===== src/rtl/mct_pkg.sv =====
// ============================================================================
// mct_pkg
// Shared constants and types for the multiset counter table.
// ============================================================================
`default_nettype none

package mct_pkg;

    // Default sizes of the table.
    localparam int MCT_ENTRIES    = 64;
    localparam int MCT_KEY_BITS   = 32;
    localparam int MCT_COUNT_BITS = 16;

    // Item kinds.
    localparam logic KIND_ADD   = 1'b0;
    localparam logic KIND_QUERY = 1'b1;

    // Control broadcast from the sequencer to every cell.
    typedef struct packed {
        logic cmp_en;   // capture the match result for the incoming key
        logic add_go;   // commit an add item this cycle
        logic hit;      // some cell matched the key of the committed item
    } mct_cell_ctrl_t;

endpackage

`default_nettype wire


===== src/rtl/mct_cell.sv =====
// ============================================================================
// mct_cell
// One table entry: key, occurrence count, valid bit and match flag.
// ============================================================================
`default_nettype none

module mct_cell
    import mct_pkg::*;
#(
    parameter int KEY_BITS   = MCT_KEY_BITS,
    parameter int COUNT_BITS = MCT_COUNT_BITS
) (
    input  wire logic                  aclk,
    input  wire logic                  aresetn,
    input  wire mct_cell_ctrl_t        ctrl,
    input  wire logic [KEY_BITS-1:0]   key_in,
    input  wire logic                  prev_valid,
    output logic                       valid,
    output logic                       match,
    output logic [COUNT_BITS-1:0]      sel_count
);

    logic                  valid_reg;
    logic                  valid_next;
    logic                  match_reg;
    logic                  match_next;
    logic [KEY_BITS-1:0]   key_reg;
    logic [KEY_BITS-1:0]   key_next;
    logic [COUNT_BITS-1:0] count_reg;
    logic [COUNT_BITS-1:0] count_next;
    logic                  load;
    logic                  inc;

    // The first free cell after a run of valid cells takes a new key.
    assign load = ctrl.add_go && !ctrl.hit && !valid_reg && prev_valid;
    assign inc  = ctrl.add_go && match_reg && (count_reg != {COUNT_BITS{1'b1}});

    always_comb begin
        valid_next = valid_reg | load;
        key_next   = load ? key_in : key_reg;
        count_next = count_reg;
        if (load) begin
            count_next = COUNT_BITS'(1);
        end else if (inc) begin
            count_next = count_reg + COUNT_BITS'(1);
        end
        match_next = ctrl.cmp_en ? (valid_reg && (key_reg == key_in)) : match_reg;
    end

    always_ff @(posedge aclk) begin
        if (!aresetn) begin
            valid_reg <= 1'b0;
            match_reg <= 1'b0;
        end else begin
            valid_reg <= valid_next;
            match_reg <= match_next;
        end
    end

    always_ff @(posedge aclk) begin
        key_reg   <= key_next;
        count_reg <= count_next;
    end

    assign valid     = valid_reg;
    assign match     = match_reg;
    assign sel_count = match_reg ? count_reg : '0;

endmodule

`default_nettype wire


===== config.mk =====
export PLATFORM = sky130hd
export DESIGN_NAME = mct_cell
export DESIGN_NICKNAME = d
export VERILOG_FILES = /design/src/rtl/mct_pkg.sv /design/src/rtl/mct_cell.sv
export SDC_FILE = /design/constraint.sdc
export NUM_CORES = 1
export LEC_CHECK = 0
export ABC_AREA = 1
export CORE_MARGIN = 3
export CORE_UTILIZATION = 30
export CTS_BUF_LIST = sky130_fd_sc_hd__clkbuf_8 sky130_fd_sc_hd__clkbuf_16
export CTS_CLUSTER_SIZE = 25
export DETAILED_ROUTE_END_ITERATION = 6
export DONT_BUFFER_PORTS = 1
export PLACE_DENSITY = 0.45
export SLEW_MARGIN = 20
export SYNTH_ARGS = -nofsm -noshare
export SYNTH_HDL_FRONTEND = slang
export SYNTH_SLANG_ARGS = --single-unit

===== constraint.sdc =====
create_clock -name aclk -period 3.2 [get_ports aclk]
set_clock_uncertainty 0.2 [all_clocks]
set_input_delay 0.64 -clock aclk [delete_from_list [all_inputs] [get_ports aclk]]
set_output_delay 0.64 -clock aclk [all_outputs]
set_load 0.005 [all_outputs]

==> results.cfg <==
[power_and_ir_drop]
leakagePower_nw = 1.321
p_sw_share_pct = 20.74
ir_drop_v = 0.0001567
power_density_nw_per_um2 = 412.6
p_comb_share_pct = 4.3
p_int_mw = 0.9539
pwr-share-clk_pct = 37.0
switchingPower_mw = 0.2496
seq_power_share_pct = 58.7

[synthesis]
synth_nets = 385
yosysTopAreaCellShare_pct = 35.89
syn-cell-area_um2 = 2678
synth_edf_count = 32
syn_inst = 346
yosysTopAreaCell = edfxtp_1
synthFlopType = edfxtp_1
synth_area_per_cell_um2 = 7.739
synth_warnings = 0
ys_top_cells_by_count = 104 x nand2_1, 72 x inv_1, 38 x nor2_1, 32 x edfxtp_1, 18 x dfxtp_1
ys_ff_latch = 50
synth_cell_types = 27
async_reset_ff_share_pct = 0
synth_seq_area_share_pct = 49.35
yosysMostFrequentCell = nand2_1
synth_area_leaders = edfxtp_1 36%, nand2_1 15%, dfxtp_1 13%, inv_1 10%, nor2_1 5.3%

[sta]
tns_ns = 0
finalCriticalPeriod_ns = 2.114
setup_violations = 0
rsz0062_at_grt = false
period_share_pct = 66.07
max_slew_margin_pct = 52.18
hold_viol_final = 0
worstMarginPinSlew_ns = 0.7146
drv_slew = 0
timing.fmax_ghz = 0.4730

[layout]
diodes = 0
fillers = 909
multi_input_area_um2 = 1049
layout.nets = 388
layout-drive-gt1-share_pct = 6.571
regArea_um2 = 1321
instances_no_fill = 455
largest_register_ffs = 32
area_growth_pct = 8.925

[floorplanning]
initial_core_util_pct = 31.79
coreArea_um2 = 8423
die_w_um = 100.5
ioPinCount = 56
dieHeight_um = 100.5
num_rows = 33
dieArea_um2 = 10100

[global_route]
grt_pass1_wl_um = 9473
grt_use_total_pct = 11.80
gr-total-overflow = 0
antenna_found_initial = 0
grt_pass1_vias = 1962
grt_max_degree = 25

[placed_design]
placed_cells = 447
dp_hpwl_um = 4380
io_buffers = 0
globalplace.congestion = 0.8457

[critical_path]
path_cells = ha_1 > inv_1 > nor2_2 > nand4_2 > nor2_1 > nor2_1 > nand2_1 > nand2_1 > nand2_1 > nor2_1
start_kind = flip-flop
slowest_stage = nor2_1
crit_end = count_reg[8]
timing.rr.end = count_reg[8]
crit_required_ns = 3.25
crit_type = flip-flop to flip-flop
crit_start = count_reg[0]
r2r_slack_ns = 1.09
path_max_fanout = 11
max_stage_delay_ns = 0.54
reg2reg_depth = 10
r2r-start = count_reg[0]
endpoint_kind = flip-flop
cp.arrival_ns = 2.16

[cts]
cts_setup_buffers = 0
post_cts_resized = 0
ctsHoldBuffers = 0
clk_pin_slew_ns = 0.10
clockBufferDepth = 2
insertion_delay_ns = 0.30
htreeDepth = 2
cts_buffers = 5
cts_tree = built
clock-sinks = 50
ctsRootBufferMaster = clkbuf_8

[drt]
drc = 0
via_count = 1996
drtIter0Drc = 54
ant_nets = 0
routed_wl_um = 5712
via_per_inst = 4.387
post_drt_wl_per_cell_um = 12.55
drt_first_pass_iters = 4

[status]
status = finished clean

[worst_hold_path]
hold_class = input port to flip-flop

[run]
cap_violations = 0
## cell families after synthesis
logic type               after synthesis  synth area share [%]
adder cells (fa/ha/maj)                1                0.4672
buffers and inverters                 80                 11.54
AND/OR/NAND/NOR                      173                 27.06
XOR/XNOR                              19                 6.215
AO/OA/AOI/OAI                         23                 5.374
flip-flops                            50                 49.35
## through the flow
stage          total power, mW  hold WS, ns  util [%]  cell area, µm²  worst slack, ns
5_1_grt                  1.258       0.2007     34.63            2917           0.8124
3_3_place_gp            0.7740       0.3131     33.32            2806            1.122
3_5_place_dp            0.7751       0.3217     33.32            2806            1.108
2_1_floorplan           0.7634       0.2745         -            2678           0.4275
6_report                 1.203       0.2232     34.63            2917            1.086
4_1_cts                  1.228       0.2082     34.63            2917            1.098
## power by group through the flow
stage | combinational (mW) | sequential, mW | clock [mW]
3_3_place_gp | 0.0528 | 0.721 | 0
3_5_place_dp | 0.0532 | 0.722 | 0
5_1_grt | 0.0612 | 0.708 | 0.488
2_1_floorplan | 0.0426 | 0.721 | 0
6_report | 0.0519 | 0.707 | 0.445
4_1_cts | 0.0535 | 0.707 | 0.467
## worst max-delay path, delay by kind of cell, from the launching register on
kind | cells | cell delay (ns)
buf+inv | 1 | 0.12
flops | 1 | 0.36
simple gates | 8 | 1.12
fa+ha+maj | 1 | 0.26
## area by class of cell
cell class,instances,area share (%)
repair buffers,2,0.9438
clock buffers,5,2.360
flip-flops and latches,50,45.30
well taps,105,4.505
multi-input cells,216,35.95
clock inverters,3,1.416
inverters,74,9.524
## layout by cell type, fill, tap and decap left out, types with 6 or more instances in the layout
cell        n
a21oi_1     9
inv_1      73
dfxtp_1    18
nor2_1     38
edfxtp_1   32
nor3_1      6
nand3_1    10
nand4_1     7
xor2_1      7
xnor2_1    12
o21ai_0     7
nand2_1   104
## worst min-delay path by stage
stage                     cells after the start         start  slack [ns]      endpoint
after floorplan                               2  count_reg[1]        0.27  count_reg[1]
after detailed placement                      2  count_reg[1]        0.32  count_reg[1]
after global placement                        2  count_reg[1]        0.31  count_reg[1]
after CTS                                     0    key_in[28]        0.21   key_reg[28]
final                                         0    key_in[24]        0.22   key_reg[24]
after global routing                          0    key_in[24]        0.20   key_reg[24]
## metal layers
metal | track usage [%] | routed length, µm | up-vias
met2 | 19.42 | 2663 | 41
met3 | 4.014 | 374 | 5
met1 | 14.69 | 2616 | 887
li1 | - | - | 1063
met5 | 0 | 0 | -
met4 | 3.420 | 57 | 0
Power figures use the tool's default switching activity.
