$ cat config.mk
export PLATFORM = sky130hd
export DESIGN_NAME = mct_popular
export DESIGN_NICKNAME = d
export VERILOG_FILES = /design/src/rtl/mct_pkg.sv /design/src/rtl/mct_popular.sv
export SDC_FILE = /design/constraint.sdc
export NUM_CORES = 1
export LEC_CHECK = 0
export ABC_CLOCK_PERIOD_IN_PS = 5300
export BUFFER_PORTS_ARGS = -buffer_cell sky130_fd_sc_hd__buf_2
export CORE_MARGIN = 2
export CORE_UTILIZATION = 45
export CTS_CLUSTER_DIAMETER = 150
export CTS_CLUSTER_SIZE = 20
export DETAILED_ROUTE_END_ITERATION = 8
export HOLD_SLACK_MARGIN = 0.15
export PLACE_DENSITY = 0.73
export SETUP_SLACK_MARGIN = 0.3
export SLEW_MARGIN = 20
export SYNTH_ARGS = -nofsm -noshare
export SYNTH_HDL_FRONTEND = slang
export SYNTH_SLANG_ARGS = --single-unit
$ cat constraint.sdc
create_clock -name aclk -period 5.3 [get_ports aclk]
set_input_delay 0.53 -clock aclk [delete_from_list [all_inputs] [get_ports aclk]]
set_output_delay 0.53 -clock aclk [all_outputs]
set_load 0.1 [all_outputs]
$ cat src/rtl/mct_pkg.sv
// ============================================================================
// mct_pkg
// Shared constants and types for the multiset counter table.
// ============================================================================
`default_nettype none

package mct_pkg;

    // Default sizes of the table.
    localparam int MCT_ENTRIES    = 64;
    localparam int MCT_KEY_BITS   = 32;
    localparam int MCT_COUNT_BITS = 16;

    // Item kinds.
    localparam logic KIND_ADD   = 1'b0;
    localparam logic KIND_QUERY = 1'b1;

    // Control broadcast from the sequencer to every cell.
    typedef struct packed {
        logic cmp_en;   // capture the match result for the incoming key
        logic add_go;   // commit an add item this cycle
        logic hit;      // some cell matched the key of the committed item
    } mct_cell_ctrl_t;

endpackage

`default_nettype wire

$ cat src/rtl/mct_popular.sv
// ============================================================================
// mct_popular
// Tracks the earliest-inserted key holding the greatest count.
// ============================================================================
`default_nettype none

module mct_popular
    import mct_pkg::*;
#(
    parameter int ENTRIES    = MCT_ENTRIES,
    parameter int KEY_BITS   = MCT_KEY_BITS,
    parameter int COUNT_BITS = MCT_COUNT_BITS,
    localparam int IDX_W     = $clog2(ENTRIES)
) (
    input  wire logic                  aclk,
    input  wire logic                  aresetn,
    input  wire logic                  go,
    input  wire logic [KEY_BITS-1:0]   cand_key,
    input  wire logic [IDX_W-1:0]      cand_idx,
    input  wire logic [COUNT_BITS-1:0] cand_cnt,
    output logic [KEY_BITS-1:0]        pop_key_next
);

    logic [KEY_BITS-1:0]   pop_key_reg;
    logic [COUNT_BITS-1:0] pop_cnt_reg;
    logic [COUNT_BITS-1:0] pop_cnt_next;
    logic [IDX_W-1:0]      pop_idx_reg;
    logic [IDX_W-1:0]      pop_idx_next;
    logic                  take;

    // Counts only grow, so the only entry that can overtake the leader is the
    // one that just changed. On equal counts the earlier entry wins.
    assign take = go && ((cand_cnt > pop_cnt_reg) ||
                         ((cand_cnt == pop_cnt_reg) && (cand_idx < pop_idx_reg)));

    assign pop_key_next = take ? cand_key : pop_key_reg;
    assign pop_cnt_next = take ? cand_cnt : pop_cnt_reg;
    assign pop_idx_next = take ? cand_idx : pop_idx_reg;

    always_ff @(posedge aclk) begin
        if (!aresetn) begin
            pop_cnt_reg <= '0;
            pop_idx_reg <= '0;
        end else begin
            pop_cnt_reg <= pop_cnt_next;
            pop_idx_reg <= pop_idx_next;
        end
    end

    always_ff @(posedge aclk) begin
        pop_key_reg <= pop_key_next;
    end

endmodule

`default_nettype wire

==> results.yml <==
sta:
  fin_setup_tns_ps: 0
  max_freq_mhz: 263
  maxSlewViolCount: 0
  slew_headroom_pct: 53.5
  fin_crit_ps: 3800
  rsz0062_at_grt: "false"
  hold_viol: 0
  setup_viol: 0
  timing.final.crit_share_pct: 71.7
  clock_skew_ps: 8.53
  tightestPinTransition_ps: 697
critical_path:
  slowest_delay_ps: 470
  critPathSlowestCell: "buf_4"
  startpoint_type: "flop"
  crit_type: "reg -> out"
  required_ps: 4770
  cp_top_family: "buffers and inverters"
  r2r-start: "pop_cnt_reg[7]$_SDFFE_PN0P_"
  rr_worst_depth: 10
  path_buf_inv: 3
  setup.worst_path.start: "pop_cnt_reg[7]$_SDFFE_PN0P_"
  cp-end-kind: "output pin"
  cp.arrival_ps: 3270
  crit_fanout: 23
  crit_cells: 10
  crit_chain: "inv_1 -> ha_1 -> nand2_1 -> o21ai_0 -> a21oi_1 -> or2_2 -> a21oi_4 -> buf_4 -> mux2_4 -> buf_2"
final_layout:
  finish.utilization_pct: 57.3
  multi_input_area_mm2: 0.00132
  drive_gt1_share_pct: 40.5
  regArea_mm2: 0.00108
  nets: 404
  antenna_cells: 0
  n_fill_cell: 483
  syn_to_final_growth_pct: 23.9
  largest_register_ffs: 32
power:
  vdd_drop_max_mv: 0.281
  seqPwrFrac_pct: 34.2
  p_leak_nw: 1.50
  p_per_area_mw_per_mm2: 462
  intPower_uw: 777
  combPwrFrac_pct: 47.0
  sw_frac_of_total_pct: 46.3
  p_sw_uw: 672
  power_frac_clock_pct: 18.8
  p_total_mw: 1.45
clocking:
  cts_buffers: 5
  ctsResizeCount: 0
  htreeDepth: 2
  clk_path_buf_depth: 2
  post_cts_buffers: 0
  clkTransAtPathRegs_ps: 100
  clock_sinks: 54
  cts-root-buf: "clkbuf_8"
  tritoncts: "built"
  cts_hold_buf: 0
  clock_latency_ps: 300
run:
  max_cap_violations: 0
floorplanning:
  die_w_um: 79
  coreArea_mm2: 0.00547
  dieHeight_um: 79
  die_area_mm2: 0.00624
  fp-row-count: 27
  pin_count: 89
  start_util_pct: 46.3
routing:
  viasPerCell: 4.77
  drtAntennaViolNets: 0
  drtIter0Drc: 33
  drt-total-wl_mm: 4.87
  drt_first_pass_iters: 4
  avgRoutedWirePerCell_um: 12.2
  drc: 0
  via_count: 1898
yosys:
  synth_top_cell_by_area: "dfxtp_1"
  syn_area_mm2: 0.00253
  synth_seq_area_share_pct: 42.7
  syn_inst: 238
  synth_seq_cells: 54
  yosysWarnings: 0
  synthDistinctLibCells: 27
  synth_flop_cell: "dfxtp_1"
  synth_area_leaders: "dfxtp_1 43%, mux2_4 17%, ha_1 10%"
  syn_nets: 316
  synth_top_area_share_pct: 42.7
  avgSynthCellArea_um2: 10.6
  synthArstFlopShare_pct: 0
  synth_edf_count: 0
status:
  outcome: "complete, no violations"
min_path:
  hold_depth: 2
  hp-class: "in -> reg"
  min_from: "cand_key[3]"
global_route:
  grt_max_degree: 45
  antenna_found_initial: 0
  grt_usage_pct: 15.4
  grt_first_pass_wirelength_mm: 7.65
  grt_pass1_vias: 1674
  grt_overflow: 0
placed_design:
  io_buffers: 88
  gp_congestion: 0.753
  place_hpwl_mm: 3.74
==> final timing paths <==
path,endpoint,slack [ps]
setup / recovery,pop_key_next[6],1500
hold / removal,pop_key_reg[3]$_DFF_P_,460
setup reg to reg,pop_idx_reg[2]$_SDFFE_PN0P_,2460
hold reg to reg,pop_idx_reg[5]$_SDFFE_PN0P_,460
==> cell usage in the layout (no fill, tap or decap), types with 2 or more instances in the layout <==
cell	instances
buf_2	88
dfxtp_1	54
nand2_1	48
mux2_4	28
mux2i_1	22
inv_1	21
ha_1	21
a21oi_1	7
clkbuf_8	5
o21ai_0	4
mux2_2	4
nand4_1	3
buf_4	3
nand2b_1	2
nor2_1	2
==> cell type report <==
type / count / share of cell area, %
multi-input cells: 153 / 42.0
inverters: 21 / 2.51
repair buffers: 91 / 14.8
clock buffers: 5 / 2.19
well taps: 72 / 2.87
clock inverters: 2 / 1.24
flip-flops and latches: 54 / 34.5
==> power groups by stage <==
stage / registers (mW) / logic, mW / clock network [mW]
final: 0.495 / 0.681 / 0.273
after global placement: 0.504 / 0.675 / 0
after global routing: 0.501 / 0.710 / 0.296
after CTS: 0.496 / 0.685 / 0.283
after floorplan: 0.499 / 0.598 / 0
after detailed placement: 0.505 / 0.684 / 0
==> logic make-up (layout without fill, tap and decap cells) <==
family                   Yosys count  in the layout  synth area share, %
flip-flops                        54             54                 42.7
AND/OR/NAND/NOR                   60             60                 9.99
multiplexers                      54             54                 27.1
adder cells (fa/ha/maj)           21             21                 10.4
AO/OA/AOI/OAI                     18             18                 4.25
buffers and inverters             31            119                 5.59
==> metrics by stage <==
| step | hold WS, ps | instance area (µm²) | cells | setup WS, ps |
|---|---|---|---|---|
| 2_1_floorplan | 430 | 2530 | 238 | 2310 |
| 3_3_place_gp | 439 | 3030 | 391 | 1560 |
| 3_5_place_dp | 447 | 3030 | 391 | 1520 |
| 4_1_cts | 444 | 3140 | 398 | 1460 |
| 5_1_grt | 445 | 3140 | 398 | 1360 |
| 6_report | 455 | 3140 | 398 | 1500 |
==> cells in the mapped netlist, types with 3 or more instances <==
cell type and number:
mux2i_1 22, mux2_2 4, nand2_1 48, a21oi_1 7
clkbuf_1 5, dfxtp_1 54, ha_1 21, inv_1 21
nand4_1 3, mux2_4 28, o21ai_0 4, buf_6 3
==> layer usage <==
metal	GRT usage, %	part of all wire (%)	up-vias
li1	-	-	968
met1	20.3	47	845
met2	23.8	43	81
met3	4.66	9.5	4
met4	5.34	0.84	0
met5	0	0	-
Note: power is estimated with default switching activity, not from simulation.
